[src/design/route_table_range_lookup_assert.svh]
// Assertion macros for the route table
`ifndef ROUTE_TABLE_RANGE_LOOKUP_ASSERT_SVH
`define ROUTE_TABLE_RANGE_LOOKUP_ASSERT_SVH
`define RTRL_ASSERT_IMPLY(label, clk, rst, a, b) \
  label: assert property (@(posedge clk) disable iff (rst) (a) |-> (b)) \
    else $error("assertion failed");
`define RTRL_ASSERT_NEXT(label, clk, rst, a, b) \
  label: assert property (@(posedge clk) disable iff (rst) (a) |=> (b)) \
    else $error("assertion failed");
`endif

[src/design/rtrl_pkg.sv]
`default_nettype none
package rtrl_pkg;
  typedef enum logic [2:0] {
    FN_ADD = 3'd0, FN_TUPLE = 3'd1, FN_FIRST = 3'd2,
    FN_BEST = 3'd3, FN_TICK = 3'd4, FN_COUNT = 3'd5
  } func_t;
  localparam logic [2:0] ST_OK = 3'd0;
  localparam logic [2:0] ST_NOT_FOUND = 3'd1;
  localparam logic [2:0] ST_INVALID = 3'd2;
  localparam logic [2:0] ST_FULL = 3'd3;
  localparam logic [2:0] ST_IGNORED = 3'd4;
  localparam logic [1:0] KIND_ROUTER = 2'd1;
  localparam logic CFG_TIMEOUT = 1'b0;
  localparam logic CFG_LIMIT = 1'b1;

  typedef struct packed {
    logic [2:0]  func;
    logic [15:0] net_start;
    logic [15:0] net_end;
    logic [7:0]  next_hop;
    logic [7:0]  hops;
    logic [15:0] metric;
    logic [1:0]  kind;
    logic        active;
    logic        stat;
    logic [15:0] net;
    logic [2:0]  early;   // status settled in front; ST_OK means go on
  } cmd_t;

  typedef struct packed {
    logic [2:0]  status;
    logic [15:0] found_start;
    logic [15:0] found_end;
    logic [7:0]  found_next_hop;
    logic [7:0]  found_hops;
    logic [15:0] found_metric;
    logic [1:0]  found_kind;
    logic        found_active;
    logic        found_static;
    logic [31:0] found_uses;
    logic [6:0]  route_count;
  } res_t;

  typedef enum logic [2:0] {
    S_IDLE, S_SCAN, S_READ, S_WRITE, S_DONE
  } state_t;
endpackage
`default_nettype wire

[src/design/rtrl_front.sv]
`default_nettype none
module rtrl_front #(
  parameter int HOP_LIMIT = 15
) (
  input  wire logic clk,
  input  wire logic rst,
  input  wire logic in_valid,
  output logic      in_stall,
  input  wire logic [2:0]  func,
  input  wire logic [15:0] net_start,
  input  wire logic [15:0] net_end,
  input  wire logic [7:0]  next_hop,
  input  wire logic [7:0]  hops,
  input  wire logic [1:0]  route_kind,
  input  wire logic active_flag,
  input  wire logic static_flag,
  input  wire logic [15:0] metric,
  input  wire logic [15:0] lookup_network,
  output logic      q_valid,
  output rtrl_pkg::cmd_t q_cmd,
  input  wire logic q_pop
);
  import rtrl_pkg::*;
  localparam logic [7:0] HL = 8'(HOP_LIMIT);
  // two-entry queue
  cmd_t slot [2];
  logic [1:0] cnt;
  logic rd, wr;
  cmd_t c;
  logic push;

  always_comb begin
    c = '0;
    c.func = func; c.net = lookup_network; c.early = ST_OK;
    c.net_start = net_start; c.net_end = net_end; c.next_hop = next_hop;
    c.hops = hops; c.metric = metric; c.kind = route_kind;
    c.active = active_flag; c.stat = static_flag;
    case (func)
      FN_ADD: if (net_start > net_end || hops > HL) c.early = ST_INVALID;
      FN_TUPLE: begin
        if (net_start == '0 || hops >= HL) c.early = ST_IGNORED;
        c.net_end = net_start;
        c.hops = hops + 8'd1;
        c.metric = {8'd0, hops + 8'd1};
        c.kind = KIND_ROUTER; c.active = 1'b1; c.stat = 1'b0;
      end
      FN_FIRST, FN_BEST, FN_TICK, FN_COUNT: ;
      default: c.early = ST_INVALID;
    endcase
  end

  assign in_stall = (cnt == 2'd2);
  assign push = in_valid && !in_stall;
  assign q_valid = (cnt != 2'd0);
  assign q_cmd = slot[rd];

  always_ff @(posedge clk) begin
    if (rst) begin
      cnt <= '0; rd <= 1'b0; wr <= 1'b0;
    end else begin
      if (push) begin
        slot[wr] <= c; wr <= ~wr;
      end
      if (q_pop) rd <= ~rd;
      cnt <= cnt + {1'b0, push} - {1'b0, q_pop};
    end
  end
endmodule
`default_nettype wire

[config.mk]
export PLATFORM = sky130hd
export DESIGN_NAME = rtrl_front
export DESIGN_NICKNAME = d
export VERILOG_FILES = /design/src/design/route_table_range_lookup_assert.svh /design/src/design/rtrl_pkg.sv /design/src/design/rtrl_front.sv
export SDC_FILE = /design/constraint.sdc
export NUM_CORES = 1
export LEC_CHECK = 0
export BUFFER_PORTS_ARGS = -buffer_cell sky130_fd_sc_hd__buf_4
export CORE_MARGIN = 4
export CORE_UTILIZATION = 54
export DETAILED_ROUTE_END_ITERATION = 10
export PLACE_DENSITY = 0.9
export SLEW_MARGIN = 20
export SYNTH_ARGS = -nofsm -noshare
export SYNTH_HDL_FRONTEND = slang
export SYNTH_SLANG_ARGS = --single-unit
[constraint.sdc]
create_clock -name clk -period 9.51 [get_ports clk]
set_input_delay 0 -clock clk [delete_from_list [all_inputs] [get_ports clk]]
set_output_delay 0 -clock clk [all_outputs]
set_load 0.005 [all_outputs]
==> summary.md, run 1 <==
| Metric | Value |
|---|---|
| Critical hold path startpoint | `net_end[4]` |
| Post-route insts no fill | `~930` |
| Top library cells by usage in the layout, fill and taps aside | `186 x sky130_fd_sc_hd__buf_4, 178 x sky130_fd_sc_hd__edfxtp_1, 85 x sky130_fd_sc_hd__dlygate4sd3_1, 79 x sky130_fd_sc_hd__mux2_2, 37 x sky130_fd_sc_hd__nand2_1` |
| Number of buffers inserted by port buffering | `around 180` |
| Starting Density | `0.553` |
| Starting DRT DRC Count | `between 300 and 400` |
| Crit path capture type | `flip-flop` |
| Seq. cell area | `around 5400 sq um` |
| Vias in the first global route | `around 5300` |
| Post-route standard cell area excluding fillers | `around 11000 sq um` |
| Half-perimeter wire length of the detailed placement result | `between 10 and 15 mm` |
| Source-to-sink clock delay at the later pin of the worst-skew pair | `0.42 ns` |
| Total Neg Setup Slack | `0 ns` |
| First-pass GRT wire length | `about 27 mm` |
| Weighted congestion reported at the end of routability-driven placement | `0.837` |
| Total of flip-flops plus latches after synthesis | `183` |
| First-pass DRT Iterations | `5` |
| Die extent in y | `between 100 and 150 um` |
| Number of filler cells placed in the layout | `785` |
| Max-cap violations | `0` |
| CP cell instances | `nor2b_1 -> nand2b_1 -> nor3b_2 -> buf_4` |
| Placed Cells | `between 800 and 900` |
| Critical setup path kind | `flip-flop to flip-flop` |
| Max-slew violation total from the final report | `0` |
| R2r endpoint | `slot[1][33]$_DFFE_PP_` |
| Pre-CTS setup slack | `between 7 and 8 ns` |
| Async set or reset register ratio after synthesis | `0` |
| Reg2reg path depth | `4` |
| R2R Path Start | `cnt[1]$_SDFF_PP0_` |
| Cell at the slowest stage of the critical path | `sky130_fd_sc_hd__buf_4` |
| Number of nets in the finished design | `around 850` |
| Detailed-route wire length per cell | `19.1 um` |
| Cell area reported after detailed placement | `between 9000 and 10000 sq um` |
| CTS tree | `yes` |
| Maximum fanout along the worst path | `67` |
| Primary flip-flop cell chosen by synthesis mapping | `sky130_fd_sc_hd__edfxtp_1` |
| Leakage power | `between 4 and 5 nW` |
| Remaining DRCs | `0` |
| TritonCTS Buffers | `17` |
| Relative slew slack | `0.308` |
| Post-synthesis to final-layout area growth | `38.6%` |
| Root Buffer | `sky130_fd_sc_hd__clkbuf_16` |
| Row Count | `43` |
| Mean Syn Cell Area | `between 15 and 20 sq um` |
| Final min period | `between 2 and 2.5 ns` |
| Die outline area | `roughly 16000 sq um` |
| Result of the run | `completed` |
| Share of layout cells above drive strength 1 | `0.399` |
| Sequential fraction of the synthesis area | `0.710` |
| Worst Hold Path Cells | `3` |
| Gates resized, CTS repair | `0` |
| Initial antenna violation count | `0` |
| Count of flip-flops with a built-in enable after synthesis | `178` |
| Post-Route Hold Slack | `0.0224 ns` |
| Total power density per cell area | `between 150 and 200 nW/um^2` |
| Diodes inserted | `0` |
| Number of warnings reported in the yosys synthesis log | `0` |
| WP buf/inv | `1` |
| Final WL | `17.8 mm` |
| Critical path required time | `roughly 9.6 ns` |
| Max rail drop VDD | `approximately 160 uV` |
| Setup WS post-layout | `7.42 ns` |
| Distinct cell type count after synthesis | `41` |
| Max Buffers Root-to-Sink | `2` |
| Largest net degree at the start of global routing | `68` |
| Number of clock sinks | `between 150 and 200` |
| Final Hold Fails | `0` |
| Slew @ Worst Pin | `just over 1 ns` |
| Ports | `between 150 and 200` |
| Largest cells by area after synthesis | `sky130_fd_sc_hd__edfxtp_1 70%, sky130_fd_sc_hd__mux2_2 12%, sky130_fd_sc_hd__ha_1 3.1%` |
| WP data arrival | `about 2.1 ns` |
| Clock H-tree levels | `4` |
| Routed vias | `roughly 5000` |
| Horizontal die dimension | `127 um` |
| Core region area | `about 14000 sq um` |
| Final worst clock skew | `just over 0.007 ns` |
| Summed instance area of the synthesized netlist | `between 7000 and 8000 sq um` |
| Synth Net Count | `approximately 580` |
| CP max stage delay | `~0.72 ns` |
| Global routing usage summed across all routing layers | `0.221` |
| Area share of the largest cell type after synthesis | `0.697` |
| Final count of negative-setup-slack endpoints | `0` |
| Routed Antenna Nets | `0` |
| Worst min-delay path category | `primary input to flip-flop` |
| Setup repair after global routing missed its margin | `false` |
| Most common cell after layout, fill and taps aside | `sky130_fd_sc_hd__buf_4` |
| Total congestion overflow after global routing | `0` |
| Internal reg-to-reg setup slack | `7.42 ns` |
| Fraction of the cycle the final worst path needs | `0.220` |
| Cell type contributing the most total cell area after synthesis | `sky130_fd_sc_hd__edfxtp_1` |
| Startpoint type of the worst setup path | `flip-flop` |
| Max Clock Freq | `approximately 0.48 GHz` |
| Clock slew at reported path FFs | `about 0.06 ns` |
| Critical Path Source | `cnt[1]$_SDFF_PP0_` |
| Cell type group with the largest total delay on the critical path | `buffers and inverters` |
| Terminating pin of the worst hold path | `slot[0][59]$_DFFE_PP_` |
| Area taken by multi-input logic gates | `roughly 2100 sq um` |
| Synthesized instance count | `471` |
| Via-to-Cell Ratio | `~5.4` |
[flip-flops by register name (all words and copies together), names as in the netlist, named ones only]
| register | cells |
|---|---|
| slot | 178 |
| cnt | 2 |
| rd | 1 |
| wr | 1 |
[report_power, final]
| group | switching, mW | internal (mW) |
|---|---|---|
| Clock | 0.273 | 0.380 |
| Combinational | 0.155 | 0.186 |
| Sequential | 0.0243 | 0.971 |
| Total | 0.452 | 1.54 |
[cells by family (layout without fill, tap and decap cells)]
family | Yosys count | count (layout) | synth area share
xor+xnor | 17 | 17 | 0.0194
other cells | 1 | 1 | 0.000489
compound gates | 39 | 39 | 0.0292
flops | 183 | 183 | 0.710
buf+inv | 36 | 319 | 0.0210
simple gates | 87 | 87 | 0.0584
fa+ha+maj | 19 | 19 | 0.0310
mux | 89 | 89 | 0.131
[worst register-to-register path, delay by kind of cell, from the launching register on]
kind	cells	cell delay, ns
DFF	1	0.33
and+or+nand+nor	3	0.60
buffers and inverters	1	0.72
[how the worst max path moves through the flow]
stage	end	cells after the start
final	slot[1][33]$_DFFE_PP_	4
after detailed placement	slot[1][9]$_DFFE_PP_	4
after global placement	slot[1][16]$_DFFE_PP_	4
after CTS	slot[1][16]$_DFFE_PP_	4
after floorplan	slot[1][10]$_DFFE_PP_	3
after global routing	slot[1][52]$_DFFE_PP_	4
[per-stage QoR]
step / util / power [mW]
floorplan: - / 1.17
detailed placement: 0.665 / 1.32
CTS: 0.766 / 2.00
global placement: 0.663 / 1.30
global route: 0.766 / 2.07
finish: 0.766 / 1.99
[what timing repair did]
action	in CTS	in global routing
setup buffers	0	0
hold endpoints to repair	179	0
hold buffers	85	0
[layout make-up]
type                    count  share of cell area
clock buffers              19              0.0407
clock inverters            11              0.0104
inverters                  17             0.00600
multi-input cells         252               0.195
flip-flops and latches    183               0.513
well taps                 180              0.0212
repair buffers            272               0.214
[layer usage]
layer  GRT usage  wire length, um  part of all wire
met5           0                0                 0
met4      0.0984              616             0.035
met3      0.0489             1130             0.063
met2       0.385             9340              0.52
met1       0.265             6750              0.38
[synth_stat cells, drive strengths merged, types with 2 or more instances]
master,n
or2,3
mux2,89
edfxtp,178
nor2b,3
inv,17
dfxtp,5
nand2b,3
o21ai,26
nor4,6
and2,11
nand2,37
nor2,8
xor2,4
buf,17
nand3,4
nor3,3
clkbuf,2
a21oi,5
a31oi,2
xnor2,13
nand4,6
ha,19
Note: power is estimated with default switching activity, not from simulation.
==> run 2, diff against run 1 <==
- clock period: 9.51 -> 2 ns (I/O delays scaled with it)
==> summary.md, run 2 (same netlist as run 1, synthesis figures left out) <==
| Metric | Value |
|---|---|
| Relative slew slack | `0.630 (+0.322)` |
| Routed vias | `5006 (+0.18%)` |
| Routed metal-1 wire length | `6.68 mm (-0.98%)` |
| WP data arrival | `1.74 ns (-0.39 ns)` |
| TritonCTS Buffers | `17 (unchanged)` |
| Number of filler cells placed in the layout | `777 (-1.0%)` |
| Max Buffers Root-to-Sink | `2 (unchanged)` |
| Vias in the first global route | `5347 (+0.19%)` |
| Startpoint type of the worst setup path | `flip-flop` |
| Post-route standard cell area excluding fillers | `10800 sq um (+1.2%)` |
| Detailed-route wire length per cell | `18.9 um (-0.97%)` |
| Total power density per cell area | `897 nW/um^2 (+380%)` |
| CTS tree | `yes` |
| Max Clock Freq | `roughly 0.58 GHz` |
| Number of nets in the finished design | `857 (+0.47%)` |
| Share of the core filled with cells in the final layout | `0.775 (+0.00955)` |
| Maximum fanout along the worst path | `16 (-76%)` |
| Detailed-routed wire length on met3 | `1.17 mm (+3.8%)` |
| Initial antenna violation count | `1 (+1)` |
| Remaining DRCs | `0 (unchanged)` |
| Post-synthesis to final-layout area growth | `40.3%` |
| Final count of negative-setup-slack endpoints | `0 (unchanged)` |
| CP dominant cell by count | `sky130_fd_sc_hd__buf_4` |
| Number of clock sinks | `183 (unchanged)` |
| Via-to-Cell Ratio | `5.32 (-0.57%)` |
| Area taken by multi-input logic gates | `2100 sq um (+1.3%)` |
| Crit path capture type | `output port` |
| Cell type group with the largest total delay on the critical path | `flip-flops` |
| WP buf/inv | `2 (+1)` |
| Die extent in y | `127 um (unchanged)` |
| Max-slew violation total from the final report | `0 (unchanged)` |
| Cell area reported after detailed placement | `9320 sq um (+0.88%)` |
| Starting Density | `0.553 (unchanged)` |
| Max-cap violations | `0 (unchanged)` |
| Number of buffers inserted by port buffering | `181 (unchanged)` |
| Max rail drop VDD | `746 uV (+360%)` |
| Die outline area | `16200 sq um (unchanged)` |
| Critical setup path kind | `flip-flop to output port` |
| Final Hold Fails | `0 (unchanged)` |
| Seq. cell area | `5450 sq um (about the same)` |
| Largest regs | `slot x178, cnt x2` |
| CP cell instances | `buf_4 -> mux2_1 -> buf_4` |
| Uppermost signal routing layer after detailed routing | `met4` |
| Leakage power | `4.09 nW (+1.3%)` |
| Slew @ Worst Pin | `0.554 ns (-0.482 ns)` |
| Ports | `183 (unchanged)` |
| Weighted congestion reported at the end of routability-driven placement | `0.843 (+0.78%)` |
| CP max stage delay | `0.48 ns (-0.24 ns)` |
| Final worst clock skew | `0.00596 ns (-0.00128 ns)` |
| Share of layout cells above drive strength 1 | `0.411 (+0.0113)` |
| Source-to-sink clock delay at the later pin of the worst-skew pair | `0.42 ns (about the same)` |
| Post-CTS Setup Bufs | `0 (unchanged)` |
| Global routing usage summed across all routing layers | `0.221 (+0.000333)` |
| Final min period | `~1.7 ns` |
| Largest net degree at the start of global routing | `71 (+4.4%)` |
| Total congestion overflow after global routing | `0 (unchanged)` |
| Setup repair after global routing missed its margin | `false` |
| Fraction of the cycle the final worst path needs | `0.869` |
| Critical path required time | `2.00 ns (-7.55 ns)` |
| Most common cell after layout, fill and taps aside | `sky130_fd_sc_hd__buf_4` |
| Reg with most FFs | `slot` |
| Routed Antenna Nets | `0 (unchanged)` |
| Worst min-delay path category | `primary input to flip-flop` |
| Gates resized, CTS repair | `0 (unchanged)` |
| Routed length on met2 | `9.48 mm (+1.5%)` |
| Clock slew at reported path FFs | `0.06 ns (about the same)` |
| Cell at the slowest stage of the critical path | `sky130_fd_sc_hd__dfxtp_4` |
| Root Buffer | `sky130_fd_sc_hd__clkbuf_16` |
| Final WL | `17.8 mm (-0.23%)` |
| First-pass DRT Iterations | `5 (unchanged)` |
| Core region area | `13900 sq um (unchanged)` |
| Half-perimeter wire length of the detailed placement result | `11.3 mm (+3.4%)` |
| Starting DRT DRC Count | `299 (-4.8%)` |
| Horizontal die dimension | `127 um (unchanged)` |
| Result of the run | `completed` |
| Top library cells by usage in the layout, fill and taps aside | `186 x sky130_fd_sc_hd__buf_4, 178 x sky130_fd_sc_hd__edfxtp_1, 86 x sky130_fd_sc_hd__dlygate4sd3_1, 79 x sky130_fd_sc_hd__mux2_2, 37 x sky130_fd_sc_hd__nand2_1` |
| Clock H-tree levels | `4 (unchanged)` |
| First-pass GRT wire length | `27.4 mm (about the same)` |
| Max FFs per register | `178 (unchanged)` |
| Row Count | `43 (unchanged)` |
## run 2: cell types whose count changed in the layout (fill, tap and decap cells not counted), sizes merged
cell	change
buf	+3
diode	+1
dlygate4sd3	+1
inv	+2
## run 2: path summary, 6_finish.rpt
kind / endpoint / depth (start not counted) / start / slack, ns
max: q_cmd[81] / 3 / flip-flop / 0.26
min: slot[0][44]$_DFFE_PP_ / 2 / hops[5] / 0.02
max reg2reg: slot[1][17]$_DFFE_PP_ / 4 / cnt[1]$_SDFF_PP0_ / 0.34
min reg2reg: rd$_SDFFE_PP0P_ / 2 / rd$_SDFFE_PP0P_ / 0.52
## run 2: power breakdown
group	total (mW)	internal, mW	switching [mW]
combinational	1.69	0.927	0.763
clock	3.24	1.86	1.39
sequential	4.72	4.61	0.106
total	9.66	7.40	2.26
## run 2: layout make-up
cell class | count | share of cell area
diodes | 1 | 0.000233
inverters | 17 | 0.00593
repair buffers | 276 | 0.217
clock buffers | 19 | 0.0402
flip-flops and latches | 183 | 0.506
clock inverters | 13 | 0.0138
multi-input cells | 252 | 0.195
well taps | 180 | 0.0209
## run 2: layer usage
layer / vias to the layer above / global-route usage
met4: 0 / 0.0927
met5: - / 0
li1: 2326 / -
met2: 205 / 0.398
met1: 2437 / 0.258
met3: 38 / 0.0464
## run 2: stage by stage
| step | hold slack [ns] | setup slack, ns | cells | setup TNS [ns] | power (mW) |
|---|---|---|---|---|---|
| 6_report | 0.0192 | 0.261 | 941 | 0 | 9.66 |
| 5_1_grt | 0.0213 | 0.148 | 941 | 0 | 10.0 |
| 4_1_cts | 0.00547 | 0.217 | 940 | 0 | 9.70 |
| 3_5_place_dp | 0.189 | 0.354 | 822 | 0 | 6.34 |
| 3_3_place_gp | 0.188 | 0.413 | 822 | 0 | 6.27 |
| 2_1_floorplan | 0.0650 | -1.34 | 471 | -221.11 | 5.53 |
## run 2: timing repair
item / in CTS / in global routing
endpoints found under the hold margin: 177 / 0
hold buffers: 86 / 0
endpoints found under the setup margin: 0 / 0
